$ cat config.mk
export PLATFORM = sky130hd
export DESIGN_NAME = ffse_ctrl
export DESIGN_NICKNAME = d
export VERILOG_FILES = /design/src/hdl/ffse_pkg.sv /design/src/hdl/ffse_ctrl.sv
export SDC_FILE = /design/constraint.sdc
export NUM_CORES = 1
export LEC_CHECK = 0
export BUFFER_PORTS_ARGS = -buffer_cell sky130_fd_sc_hd__clkbuf_2
export CAP_MARGIN = 20
export CORE_AREA = 2 2 39 41
export DETAILED_ROUTE_END_ITERATION = 8
export DIE_AREA = 0 0 41 43
export GPL_TIMING_DRIVEN = 0
export PLACE_DENSITY = 0.68
export SLEW_MARGIN = 20
export SYNTH_ARGS = -nofsm -noshare
export SYNTH_HDL_FRONTEND = slang
export SYNTH_SLANG_ARGS = --single-unit
$ cat constraint.sdc
create_clock -name clk -period 1.82 [get_ports clk]
set_input_delay 0.091 -clock clk [delete_from_list [all_inputs] [get_ports clk]]
set_output_delay 0.091 -clock clk [all_outputs]
set_load 0.02 [all_outputs]
$ cat src/hdl/ffse_pkg.sv
package ffse_pkg;

  localparam int GRID_DIM_DEF   = 16;
  localparam int LABEL_BITS_DEF = 8;
  localparam int EMIT_MAX       = 16;   // widest row mask / most rows in use
  localparam int COORD_W        = 4;
  localparam int CFG_W          = 5;

  // configuration register indexes
  typedef enum logic {
    REG_GRID_ROWS = 1'b0,
    REG_GRID_COLS = 1'b1
  } cfg_reg_t;

  // neighbour step order: up, down, left, right
  typedef enum logic [1:0] {
    DIR_UP    = 2'd0,
    DIR_DOWN  = 2'd1,
    DIR_LEFT  = 2'd2,
    DIR_RIGHT = 2'd3
  } dir_t;

  typedef enum logic [3:0] {
    S_IDLE,
    S_SEED_CHK,
    S_CLEAR,
    S_INIT,
    S_POP,
    S_POP_WAIT,
    S_NB_RD,
    S_NB_CHK,
    S_EM_RD,
    S_EM_OUT,
    S_EMPTY
  } state_t;

  typedef struct packed {
    logic in_ready;
    logic load_we;
    logic seed_take;
    logic tgt_take;
    logic clr_we;
    logic init;
    logic pop;
    logic cell_take;
    logic dir_inc;
    logic nb_chk;
    logic em_start;
    logic em_rd;
    logic em_inc;
    logic out_row;
    logic out_empty;
  } ctrl_cmd_t;

  typedef struct packed {
    logic in_valid;
    logic in_action;
    logic seed_oob;
    logic seed_bad;
    logic clr_last;
    logic q_empty;
    logic nb_ok;
    logic dir_last;
    logic em_last;
    logic out_free;
  } dp_status_t;

endpackage

$ cat src/hdl/ffse_ctrl.sv
module ffse_ctrl (
  input  logic                   clk,
  input  logic                   rst,
  input  ffse_pkg::dp_status_t   status,
  output ffse_pkg::ctrl_cmd_t    cmd
);

  ffse_pkg::state_t state, state_next;

  always_ff @(posedge clk) begin
    if (rst) begin
      state <= ffse_pkg::S_IDLE;
    end else begin
      state <= state_next;
    end
  end

  always_comb begin
    state_next = state;
    case (state)
      ffse_pkg::S_IDLE: begin
        if (status.in_valid && status.in_action) begin
          state_next = status.seed_oob ? ffse_pkg::S_EMPTY : ffse_pkg::S_SEED_CHK;
        end
      end
      ffse_pkg::S_SEED_CHK: state_next = status.seed_bad ? ffse_pkg::S_EMPTY
                                                          : ffse_pkg::S_CLEAR;
      ffse_pkg::S_CLEAR: begin
        if (status.clr_last) state_next = ffse_pkg::S_INIT;
      end
      ffse_pkg::S_INIT: state_next = ffse_pkg::S_POP;
      ffse_pkg::S_POP: state_next = status.q_empty ? ffse_pkg::S_EM_RD
                                                    : ffse_pkg::S_POP_WAIT;
      ffse_pkg::S_POP_WAIT: state_next = ffse_pkg::S_NB_RD;
      ffse_pkg::S_NB_RD: begin
        if (status.nb_ok) state_next = ffse_pkg::S_NB_CHK;
        else if (status.dir_last) state_next = ffse_pkg::S_POP;
      end
      ffse_pkg::S_NB_CHK: state_next = status.dir_last ? ffse_pkg::S_POP
                                                        : ffse_pkg::S_NB_RD;
      ffse_pkg::S_EM_RD: state_next = ffse_pkg::S_EM_OUT;
      ffse_pkg::S_EM_OUT: begin
        if (status.out_free) begin
          state_next = status.em_last ? ffse_pkg::S_IDLE : ffse_pkg::S_EM_RD;
        end else begin
          // row read data is overwritten while waiting, so fetch it again
          state_next = ffse_pkg::S_EM_RD;
        end
      end
      ffse_pkg::S_EMPTY: begin
        if (status.out_free) state_next = ffse_pkg::S_IDLE;
      end
      default: state_next = ffse_pkg::S_IDLE;
    endcase
  end

  always_comb begin
    cmd = '0;
    case (state)
      ffse_pkg::S_IDLE: begin
        cmd.in_ready  = 1'b1;
        cmd.load_we   = status.in_valid && !status.in_action;
        cmd.seed_take = status.in_valid && status.in_action;
      end
      ffse_pkg::S_SEED_CHK: cmd.tgt_take = 1'b1;
      ffse_pkg::S_CLEAR:    cmd.clr_we   = 1'b1;
      ffse_pkg::S_INIT:     cmd.init     = 1'b1;
      ffse_pkg::S_POP: begin
        cmd.pop      = !status.q_empty;
        cmd.em_start = status.q_empty;
      end
      ffse_pkg::S_POP_WAIT: cmd.cell_take = 1'b1;
      ffse_pkg::S_NB_RD:    cmd.dir_inc   = !status.nb_ok;
      ffse_pkg::S_NB_CHK: begin
        cmd.nb_chk  = 1'b1;
        cmd.dir_inc = 1'b1;
      end
      ffse_pkg::S_EM_RD:    cmd.em_rd = 1'b1;
      ffse_pkg::S_EM_OUT: begin
        cmd.out_row = status.out_free;
        cmd.em_inc  = status.out_free;
      end
      ffse_pkg::S_EMPTY:    cmd.out_empty = status.out_free;
      default: cmd = '0;
    endcase
  end

endmodule

==> results of run 1 <==
[what timing repair did]
item / CTS / global route
gates resized for setup: 0 / 0
setup buffers: 0 / 0
setup endpoints to repair: 0 / 1
[cell usage after synthesis, drive strengths merged (2+ instances only)]
master	n
nor2	7
nand2	6
buf	5
dfxtp	4
nor3	4
o21ai	4
nand2b	3
a21oi	2
and4	2
inv	2
nor2b	2
nor4	2
nor4b	2
[how the worst max path moves through the flow]
stage,depth (start not counted),slack [ns],endpoint
floorplan,5,0.15,state[3]
global placement,5,0.38,state[3]
detailed placement,5,0.35,state[3]
CTS,6,0.10,cmd[2]
global route,4,0.10,cmd[11]
finish,4,0.22,cmd[11]
[logic make-up (layout without fill, tap and decap cells)]
group	after synthesis	in the layout	share of synthesized area, %
buffers and inverters	9	37	15.0
AND/OR/NAND/NOR	34	34	41.5
flip-flops	4	4	16.6
AO/OA/AOI/OAI	15	15	24.9
multiplexers	1	1	2.07
[worst max-delay path: stages, from the launching register on]
cell            delay [ns]
dfxtp_1               0.39
dlymetal6s2s_1        0.34
nand2b_1              0.17
nor3_1                0.16
clkbuf_2              0.20
[layout make-up]
cell class                 instances  area [µm²]  share of cell area, %
timing repair buffer              26         130                   20.0
sequential                         4        80.1                   12.3
multi-input combinational         50         330                   50.7
tap                               16        20.0                   3.07
inverter                           2        7.51                   1.15
clock buffer                       3        22.5                   3.45
buffer                             6        61.3                   9.40
[power breakdown]
| group | internal (µW) | leakage, µW | switching, µW |
|---|---|---|---|
| logic | 241 | 0.000275 | 320 |
| clock network | 73.7 | 0.0000138 | 35.6 |
| registers | 115 | 0.0000327 | 21.4 |
[stage by stage]
step	hold WS (ns)	std cells	setup slack (ns)
4_1_cts	0.0823	108	0.104
6_report	0.0997	107	0.224
3_5_place_dp	0.332	105	0.350
3_3_place_gp	0.341	105	0.375
5_1_grt	0.0997	107	0.101
2_1_floorplan	0.170	63	0.154
[layer usage]
layer  track usage (%)  vias up  share of wire [%]
li1                  -      290                  -
met3              7.85        0                 10
met2              22.8       27                 47
met1              20.9      253                 43
met4              2.00        0                  0
met5                 0        -                  0
==> summary.md, run 1 <==
| Metric | Value |
|---|---|
| Hold Crit Class | in -> reg |
| Crit end category | output pin |
| Yosys cell types | 34 |
| Relative slew slack | 76.9% |
| CTS sink count | 4 |
| Synth warnings | 0 |
| CTS clk-pin slew, worst paths | 0.04 ns |
| Fin crit period | 1.60 ns |
| Initial antenna violation count | 0 |
| Max FFs per register | 4 |
| Pin count of the biggest net entering global routing | 11 |
| Synth Register Bits | 4 |
| Routed len/inst | 11.7 µm |
| CP Max Fanout | 10 |
| Tcrit/Tclk final | 87.7% |
| Worst reg2reg path startpoint | state[1] |
| I/O pin count | 27 |
| Share of cells above drive strength 1 | 44.0% |
| Worst Path Arrival | 1.50 ns |
| Lkg Pwr | 0.000322 µW |
| Remaining DRCs | 0 |
| Number of synthesized flops with an enable pin | 0 |
| Clk_skew | 0.00334 ns |
| Seq/Total Area, Yosys | 16.6% |
| CTS tree | built |
| Crit path from | state[0] |
| Top reg by flops | state |
| Initial Util | 34.9% |
| Syn_area_per_cell | 7.67 µm² |
| WHS Endpoint | state[2] |
| Pins Over Slew Limit | 0 |
| Core Rows | 14 |
| Total negative slack | 0 ns |
| Placed wire-length estimate | 1.01 mm |
| Antenna Nets Post-Route | 0 |
| Commonest non-fill, non-tap cells in the layout | clkbuf_2, nor2_1, nand2_1 |
| Final std cell area, no fill | 652 µm² |
| Hold depth | 2 |
| Grt total ovfl | 0 |
| Max Fclk | 627 MHz |
| WS Path Type | reg -> out |
| DRT Pass-1 Iters | 4 |
| Cells on worst reg2reg path | 5 |
| Vias in the first global route | 452 |
| Synth area leader | dfxtp_1 |
| Power Density | 1240 nW/µm² |
| Synth Cell Area | 483 µm² |
| Top cells by area, synth | dfxtp_1, buf_6, nor2_1, nand2_1, nor3_1 |
| ANT cells | 0 |
| Syn_nets | 75 |
| Data required time of the critical path | 1.73 ns |
| Initial drt markers | 17 |
| Deepest clock path buffer count | 2 |
| Most common cell after layout, fill and taps aside | clkbuf_2 |
| CTS H-tree lvls | 1 |
| Slew @ Worst Pin | 0.344 ns |
| Routed via count | 570 |
| Hold path start | rst |
| Reg-to-reg slack, setup | 0.31 ns |
| Post-Route WL | 1.25 mm |
| Share of the synthesized area in the top cell type | 16.6% |
| Fill count | 151 |
| Die W | 41 µm |
| Final Util | 47.1% |
| Placed Area | 633 µm² |
| I/O Buffers | 26 |
| CTS Buf Count | 3 |
| Core ar. | 1380 µm² |
| Unrepaired setup endpoints after global routing | no |
| Setup-failing EPs final | 0 |
| Worst-Skew Late Latency | 0.23 ns |
| First-pass GRT wire length | 1.90 mm |
| Hold buffer count at CTS | 0 |
| Gp weighted congestion | 0.835 |
| Nets | 105 |
| Biggest registers after layout | state: 4 flops |
| Asr flop ratio synth | 0% |
| Overall die height | 43 µm |
| Die area | 1760 µm² |
| Pwr Total | 807 µW |
| Max Cap Viol | 0 |
| Main synth FF type | dfxtp_1 |
| Setup crit start kind | register |
| GRT Util Overall | 15.7% |
| Area Overhead vs Synth | 35.0% |
| Clock root buffer | clkbuf_4 |
| R2r endpoint | state[3] |
| Mapped Cells | 63 |
| Vias per cell | 5.33 |
| VDD IR max | 0.594 mV |
| Outcome | finished, final reports clean |
| Hold Fails Final Rpt | 0 |
(Power assumes the default switching activity.)
==> run 2, diff against run 1 <==
ABC_AREA = 1   (was not set)
PLACE_DENSITY = not set   (was 0.68)
==> run 2 against run 1 <==
  * Design area is 8.3% lower
  * Wire length shrank 2.1%
  * Clock-buffer cell count is the same
  * Critical path depth rose by 2
  * Register-to-register slack better by 0.26 ns
  * Worst hold slack lost 0.023 ns
  * Utilization down 3.9 points
  * Critical path type unchanged
  * Critical endpoint is now cmd[2]
  * Largest cell class unchanged
==> summary.md, run 2 <==
| Metric | Value |
|---|---|
| Power Density | 1520 nW/µm² |
| DRT Pass-1 Iters | 4 |
| Reg area | 80.1 µm² |
| Area of the multi-input gates | 285 µm² |
| Synth Cell Area | 425 µm² |
| Initial Util | 30.7% |
| Count leader, synth | nand2_1 |
| Worst Path Arrival | 1.38 ns |
| Routed len/inst | 9.49 µm |
| Placed wire-length estimate | 1.09 mm |
| Crit end category | output pin |
| Setup crit start kind | register |
| Max stage delay on crit path | 0.41 ns |
| Worst reg2reg path startpoint | state[3] |
| Biggest registers after layout | state: 4 flops |
| Mapped Cells | 84 |
| Main synth FF type | dfxtp_1 |
| CTS resizes | 0 |
| Hold buffer count at CTS | 0 |
| Top reg by flops | state |
| Initial drt markers | 11 |
| Area Overhead vs Synth | 40.6% |
| Tcrit/Tclk final | 81.0% |
| ANT cells | 0 |
| Top cells by count, synth | nand2_1, nor2_1, inv_1 |
| Most used cell, CP | nor2_1 |
| Outcome | finished, final reports clean |
| Gp weighted congestion | 0.839 |
| Seq/Total Area, Yosys | 18.8% |
| Remaining DRCs | 0 |
| Top cells by area, synth | nand2_1, dfxtp_1, nor2_1, inv_1, nand3_1 |
| Worst-Skew Late Latency | 0.23 ns |
| Final std cell area, no fill | 598 µm² |
| Clock root buffer | clkbuf_4 |
| Lkg Pwr | 0.000370 µW |
| CP Capture Point | cmd[2] |
| Vias in the first global route | 491 |
| Overall die height | 43 µm |
| Data required time of the critical path | 1.73 ns |
| Syn_nets | 96 |
| Core ar. | 1380 µm² |
| Placed Area | 576 µm² |
| Seq pwr share | 19.0% |
| Grt total ovfl | 0 |
| Reg-to-reg slack, setup | 0.57 ns |
| Int Pwr | 402 µW |
| Nets | 127 |
| Slew @ Worst Pin | 0.266 ns |
| Max FFs per register | 4 |
| Max Fclk | 678 MHz |
| Post-Route WL | 1.22 mm |
| Vias per cell | 4.60 |
| CP Cell Sequence | inv_1, nor2_1, nand2_1, nor2_1, buf_4, clkbuf_2 |
| Die area | 1760 µm² |
| CP Max Fanout | 4 |
| Syn_area_per_cell | 5.06 µm² |
| Placed cells | 126 |
| Hold Crit Class | in -> reg |
| Worst hold slack | 0.0765 ns |
| Deepest clock path buffer count | 2 |
| Core Rows | 14 |
| Cells on worst reg2reg path | 8 |
| Clk_skew | 0.00135 ns |
| Antenna Nets Post-Route | 0 |
| Net Sw Frac | 56.0% |
| Max Cap Viol | 0 |
| First-pass GRT wire length | 1.88 mm |
| Synth Register Bits | 4 |
| CTS Buf Count | 3 |
| Share of cells above drive strength 1 | 31.0% |
| Relative slew slack | 82.2% |
| Final Util | 43.2% |
| R2r endpoint | state[3] |
| Routed via count | 593 |
| Post-Layout Cell Count | 129 |
| Post-CTS setup buffers | 0 |
| Asr flop ratio synth | 0% |
| Slowest stage cell, crit path | dfxtp_1 |
| I/O Buffers | 26 |
| Total negative slack | 0 ns |
| NetSw | 510 µW |
| Synth warnings | 0 |
| WS Path Type | reg -> out |
| Share of the synthesized area in the top cell type | 22.9% |
| GRT Util Overall | 15.7% |
| Comb pwr share | 69.7% |
| CTS sink count | 4 |
| I/O pin count | 27 |
| Fin crit period | 1.48 ns |
| CTS clk-pin slew, worst paths | 0.03 ns |
| Commonest non-fill, non-tap cells in the layout | nand2_1, clkbuf_2, nor2_1, inv_1, nand3_1 |
| Initial antenna violation count | 0 |
| Unrepaired setup endpoints after global routing | no |
| Number of synthesized flops with an enable pin | 0 |
| Yosys cell types | 14 |
| CTS H-tree lvls | 1 |
| Pin count of the biggest net entering global routing | 8 |
| Setup-failing EPs final | 0 |
| VDD IR max | 0.666 mV |
| Clock power share | 11.3% |
| Synth area leader | nand2_1 |
| CTS tree | built |
| Hold Fails Final Rpt | 0 |
| Pins Over Slew Limit | 0 |
| Die W | 41 µm |
| Crit path from | state[3] |
| Fill count | 156 |
-- run 2: changes by cell type after synthesis, moves of 2 or more --
cell	delta
and4_1	-2
nor2_1	+11
nor2_2	+3
nor2b_1	-2
nand3_1	+6
buf_6	-3
nor4b_1	-2
nor3_1	-2
a21oi_1	+3
inv_1	+12
o21ai_0	-4
nand2_1	+20
nand2b_1	-3
-- run 2: routing by layer --
| metal | global-route usage [%] | share of wire [%] |
|---|---|---|
| met1 | 17.9 | 44 |
| met2 | 26.9 | 52 |
| met3 | 3.14 | 4.0 |
| met4 | 6.00 | 0 |
| met5 | 0 | 0 |
-- run 2: power groups by stage --
stage | sequential [µW] | combinational, µW | clock (µW)
final | 173 | 635 | 103
after global routing | 180 | 713 | 123
after CTS | 173 | 637 | 111
after detailed placement | 175 | 637 | 0
after global placement | 174 | 633 | 0
after floorplan | 165 | 470 | 0
-- run 2: logic make-up after synthesis --
family                 Yosys count  share of synthesized area (%)
AOI/OAI and AO/OA                6                           7.65
and+or+nand+nor                 59                           59.4
buffers and inverters           15                           14.1
DFF                              4                           18.8
-- run 2: area by class of cell --
type | instances | area share (%)
flip-flops and latches | 4 | 13.4
plain buffers | 1 | 1.26
repair buffers | 26 | 21.8
clock buffers | 3 | 3.77
multi-input cells | 65 | 47.7
inverters | 14 | 8.79
well taps | 16 | 3.35
-- run 2: worst min-delay path by stage --
| stage | startpoint | endpoint | depth (start not counted) |
|---|---|---|---|
| detailed placement | rst | state[0] | 2 |
| global placement | rst | state[2] | 2 |
| global route | rst | state[0] | 2 |
| floorplan | rst | state[1] | 1 |
| CTS | rst | state[0] | 2 |
| finish | rst | state[0] | 2 |
-- run 2: stage by stage --
| stage | power [µW] | setup WS [ns] |
|---|---|---|
| finish | 912 | 0.345 |
| global route | 1020 | 0.231 |
| CTS | 921 | 0.316 |
| detailed placement | 811 | 0.536 |
| global placement | 807 | 0.576 |
| floorplan | 635 | 0.506 |
-- run 2: worst max-delay path: cells and delay by family, from the launching register on --
kind	cells	cell delay [ns]
buffers and inverters	3	0.37
flip-flops	1	0.41
AND/OR/NAND/NOR	3	0.38
==> run 3, diff against run 2 <==
clock period = 1.4 ns   (was 1.82 ns; I/O delays follow)
==> run 3 against run 2 <==
  * Sequential power is 46% higher
  * Clock power is 31% higher
  * Largest cell class unchanged
  * Wire length is 3.8% higher
  * Sequential share of layout area increased by 0.50 points
  * Sequential cell count is the same
  * Critical path type unchanged
  * Register-to-register slack lost 0.42 ns
  * Worst hold slack lost 0.031 ns
  * Highest routed layer unchanged
  * Utilization increased by 2.4 points
  * Worst setup slack worse by 0.29 ns
  * Non-clock buffer count is 1 higher
  * Die area unchanged
  * Global-route usage increased by 0.20 points
==> summary.md, run 3 (same netlist as run 2, synthesis figures left out) <==
| Metric | Value |
|---|---|
| Core ar. | 1380 µm² |
| Deepest clock path buffer count | 2 |
| Initial drt markers | 9 |
| Hold Fails Final Rpt | 0 |
| Setup crit start kind | register |
| Crit end category | output pin |
| Reg-to-reg slack, setup | 0.15 ns |
| Pwr Total | 1240 µW |
| Placed wire-length estimate | 1.09 mm |
| Hold Crit Class | in -> reg |
| Data required time of the critical path | 1.33 ns |
| Pins Over Slew Limit | 0 |
| CP Max Fanout | 4 |
| Initial antenna violation count | 0 |
| Clock root buffer | clkbuf_4 |
| Worst-Skew Late Latency | 0.23 ns |
| Slew @ Worst Pin | 0.221 ns |
| Area Overhead vs Synth | 48.2% |
| Die area | 1760 µm² |
| DRT Pass-1 Iters | 4 |
| Most common cell after layout, fill and taps aside | nand2_1 |
| Core Rows | 14 |
| Tcrit/Tclk final | 96.1% |
| I/O Buffers | 26 |
| Share of cells above drive strength 1 | 36.8% |
| CTS Buf Count | 3 |
| Hold path start | rst |
| Post-Route WL | 1.27 mm |
| Fin crit period | 1.34 ns |
| Initial Util | 30.7% |
| Worst Path Arrival | 1.27 ns |
| Remaining DRCs | 0 |
| Post-Layout Cell Count | 130 |
| ANT cells | 0 |
| Nets | 128 |
| Top reg by flops | state |
| Lkg Pwr | 0.000380 µW |
| CTS sink count | 4 |
| Final WS setup | 0.0553 ns |
| Gp weighted congestion | 0.839 |
| Grt total ovfl | 0 |
| CTS clk-pin slew, worst paths | 0.03 ns |
| Power Density | 1960 nW/µm² |
| Relative slew slack | 85.1% |
| Die W | 41 µm |
| First-pass GRT wire length | 1.93 mm |
| VDD IR max | 0.906 mV |
| Hold depth | 2 |
| Overall die height | 43 µm |
| Crit path from | state[3] |
| Routed via count | 596 |
| Cells on worst reg2reg path | 8 |
| Hold buffer count at CTS | 0 |
| Worst reg2reg path startpoint | state[2] |
| Pin count of the biggest net entering global routing | 8 |
| Max Cap Viol | 0 |
| Setup-failing EPs final | 0 |
| Biggest registers after layout | state: 4 flops |
| Clk_skew | 0.000596 ns |
| Fill count | 153 |
| Placed cells | 126 |
| I/O pin count | 27 |
| CTS tree | built |
| Routed len/inst | 9.78 µm |
| Commonest non-fill, non-tap cells in the layout | nand2_1, clkbuf_2, nor2_1, inv_1, nand3_1 |
| Antenna Nets Post-Route | 0 |
| Max Fclk | 744 MHz |
| WS Path Type | reg -> out |
| Outcome | finished, final reports clean |
| Unrepaired setup endpoints after global routing | yes |
| Vias in the first global route | 503 |
| GRT Util Overall | 15.9% |
| Vias per cell | 4.58 |
| Max FFs per register | 4 |
| Pre-CTS WS | 0.116 ns |
| CTS H-tree lvls | 1 |
[run 3: cell types whose count changed in the layout (fill, tap and decap cells not counted)]
cell	change
buf_4	+1
clkbuf_2	-1
dfxtp_4	+1
dfxtp_2	+3
clkbuf_4	+1
dfxtp_1	-4
nor2_1	-2
nor2_4	+2
[run 3: layer usage]
| metal | share of wire, % | global-route usage (%) | wire [µm] | up-vias |
|---|---|---|---|---|
| li1 | - | - | - | 318 |
| met1 | 43 | 17.9 | 544 | 264 |
| met2 | 53 | 27.5 | 668 | 14 |
| met3 | 4.6 | 3.14 | 58 | 0 |
| met4 | 0 | 6.00 | 0 | 0 |
| met5 | 0 | 0 | 0 | - |
[run 3: critical path, cell delays in order (launching register included)]
cell and delay (ns):
dfxtp_4 0.37, inv_1 0.08, nor2_2 0.13, nand2_1 0.08
nor2_1 0.12, buf_4 0.12, clkbuf_2 0.15
[run 3: repair_timing]
action                                  4_1_cts  5_1_grt
endpoints found under the setup margin        3       11
resized for setup                             4        6
buffers inserted                              1        0
pin swaps                                     1        1
[run 3: final timing paths]
kind | endpoint
worst max register to register | state[3]
worst max-delay path | cmd[2]
worst min register to register | state[1]
worst min-delay path | state[0]
[run 3: layout make-up]
type                            instances  area (µm²)  area share (%)
Multi-Input combinational cell         65         300            47.6
Timing Repair Buffer                   27         140            22.2
Sequential cell                         4        87.6            13.9
Buffer                                  1        7.51            1.19
Clock buffer                            3        22.5            3.57
Tap cell                               16        20.0            3.17
Inverter                               14        52.6            8.33
[run 3: per-stage QoR]
stage                     util, %  TNS, ns  area, µm²  hold slack, ns
final                        45.6        0        631          0.0452
after global routing         45.6  -0.0583        631          0.0372
after CTS                    44.5  -0.0217        616          0.0350
after detailed placement     41.6        0        576           0.288
after global placement       41.6        0        576           0.288
after floorplan                 -        0        425           0.139
[run 3: power by group]
group	switching [µW]	internal, µW
Combinational	562	287
Sequential	81.8	171
Clock	39.8	95.4
Total	684	553
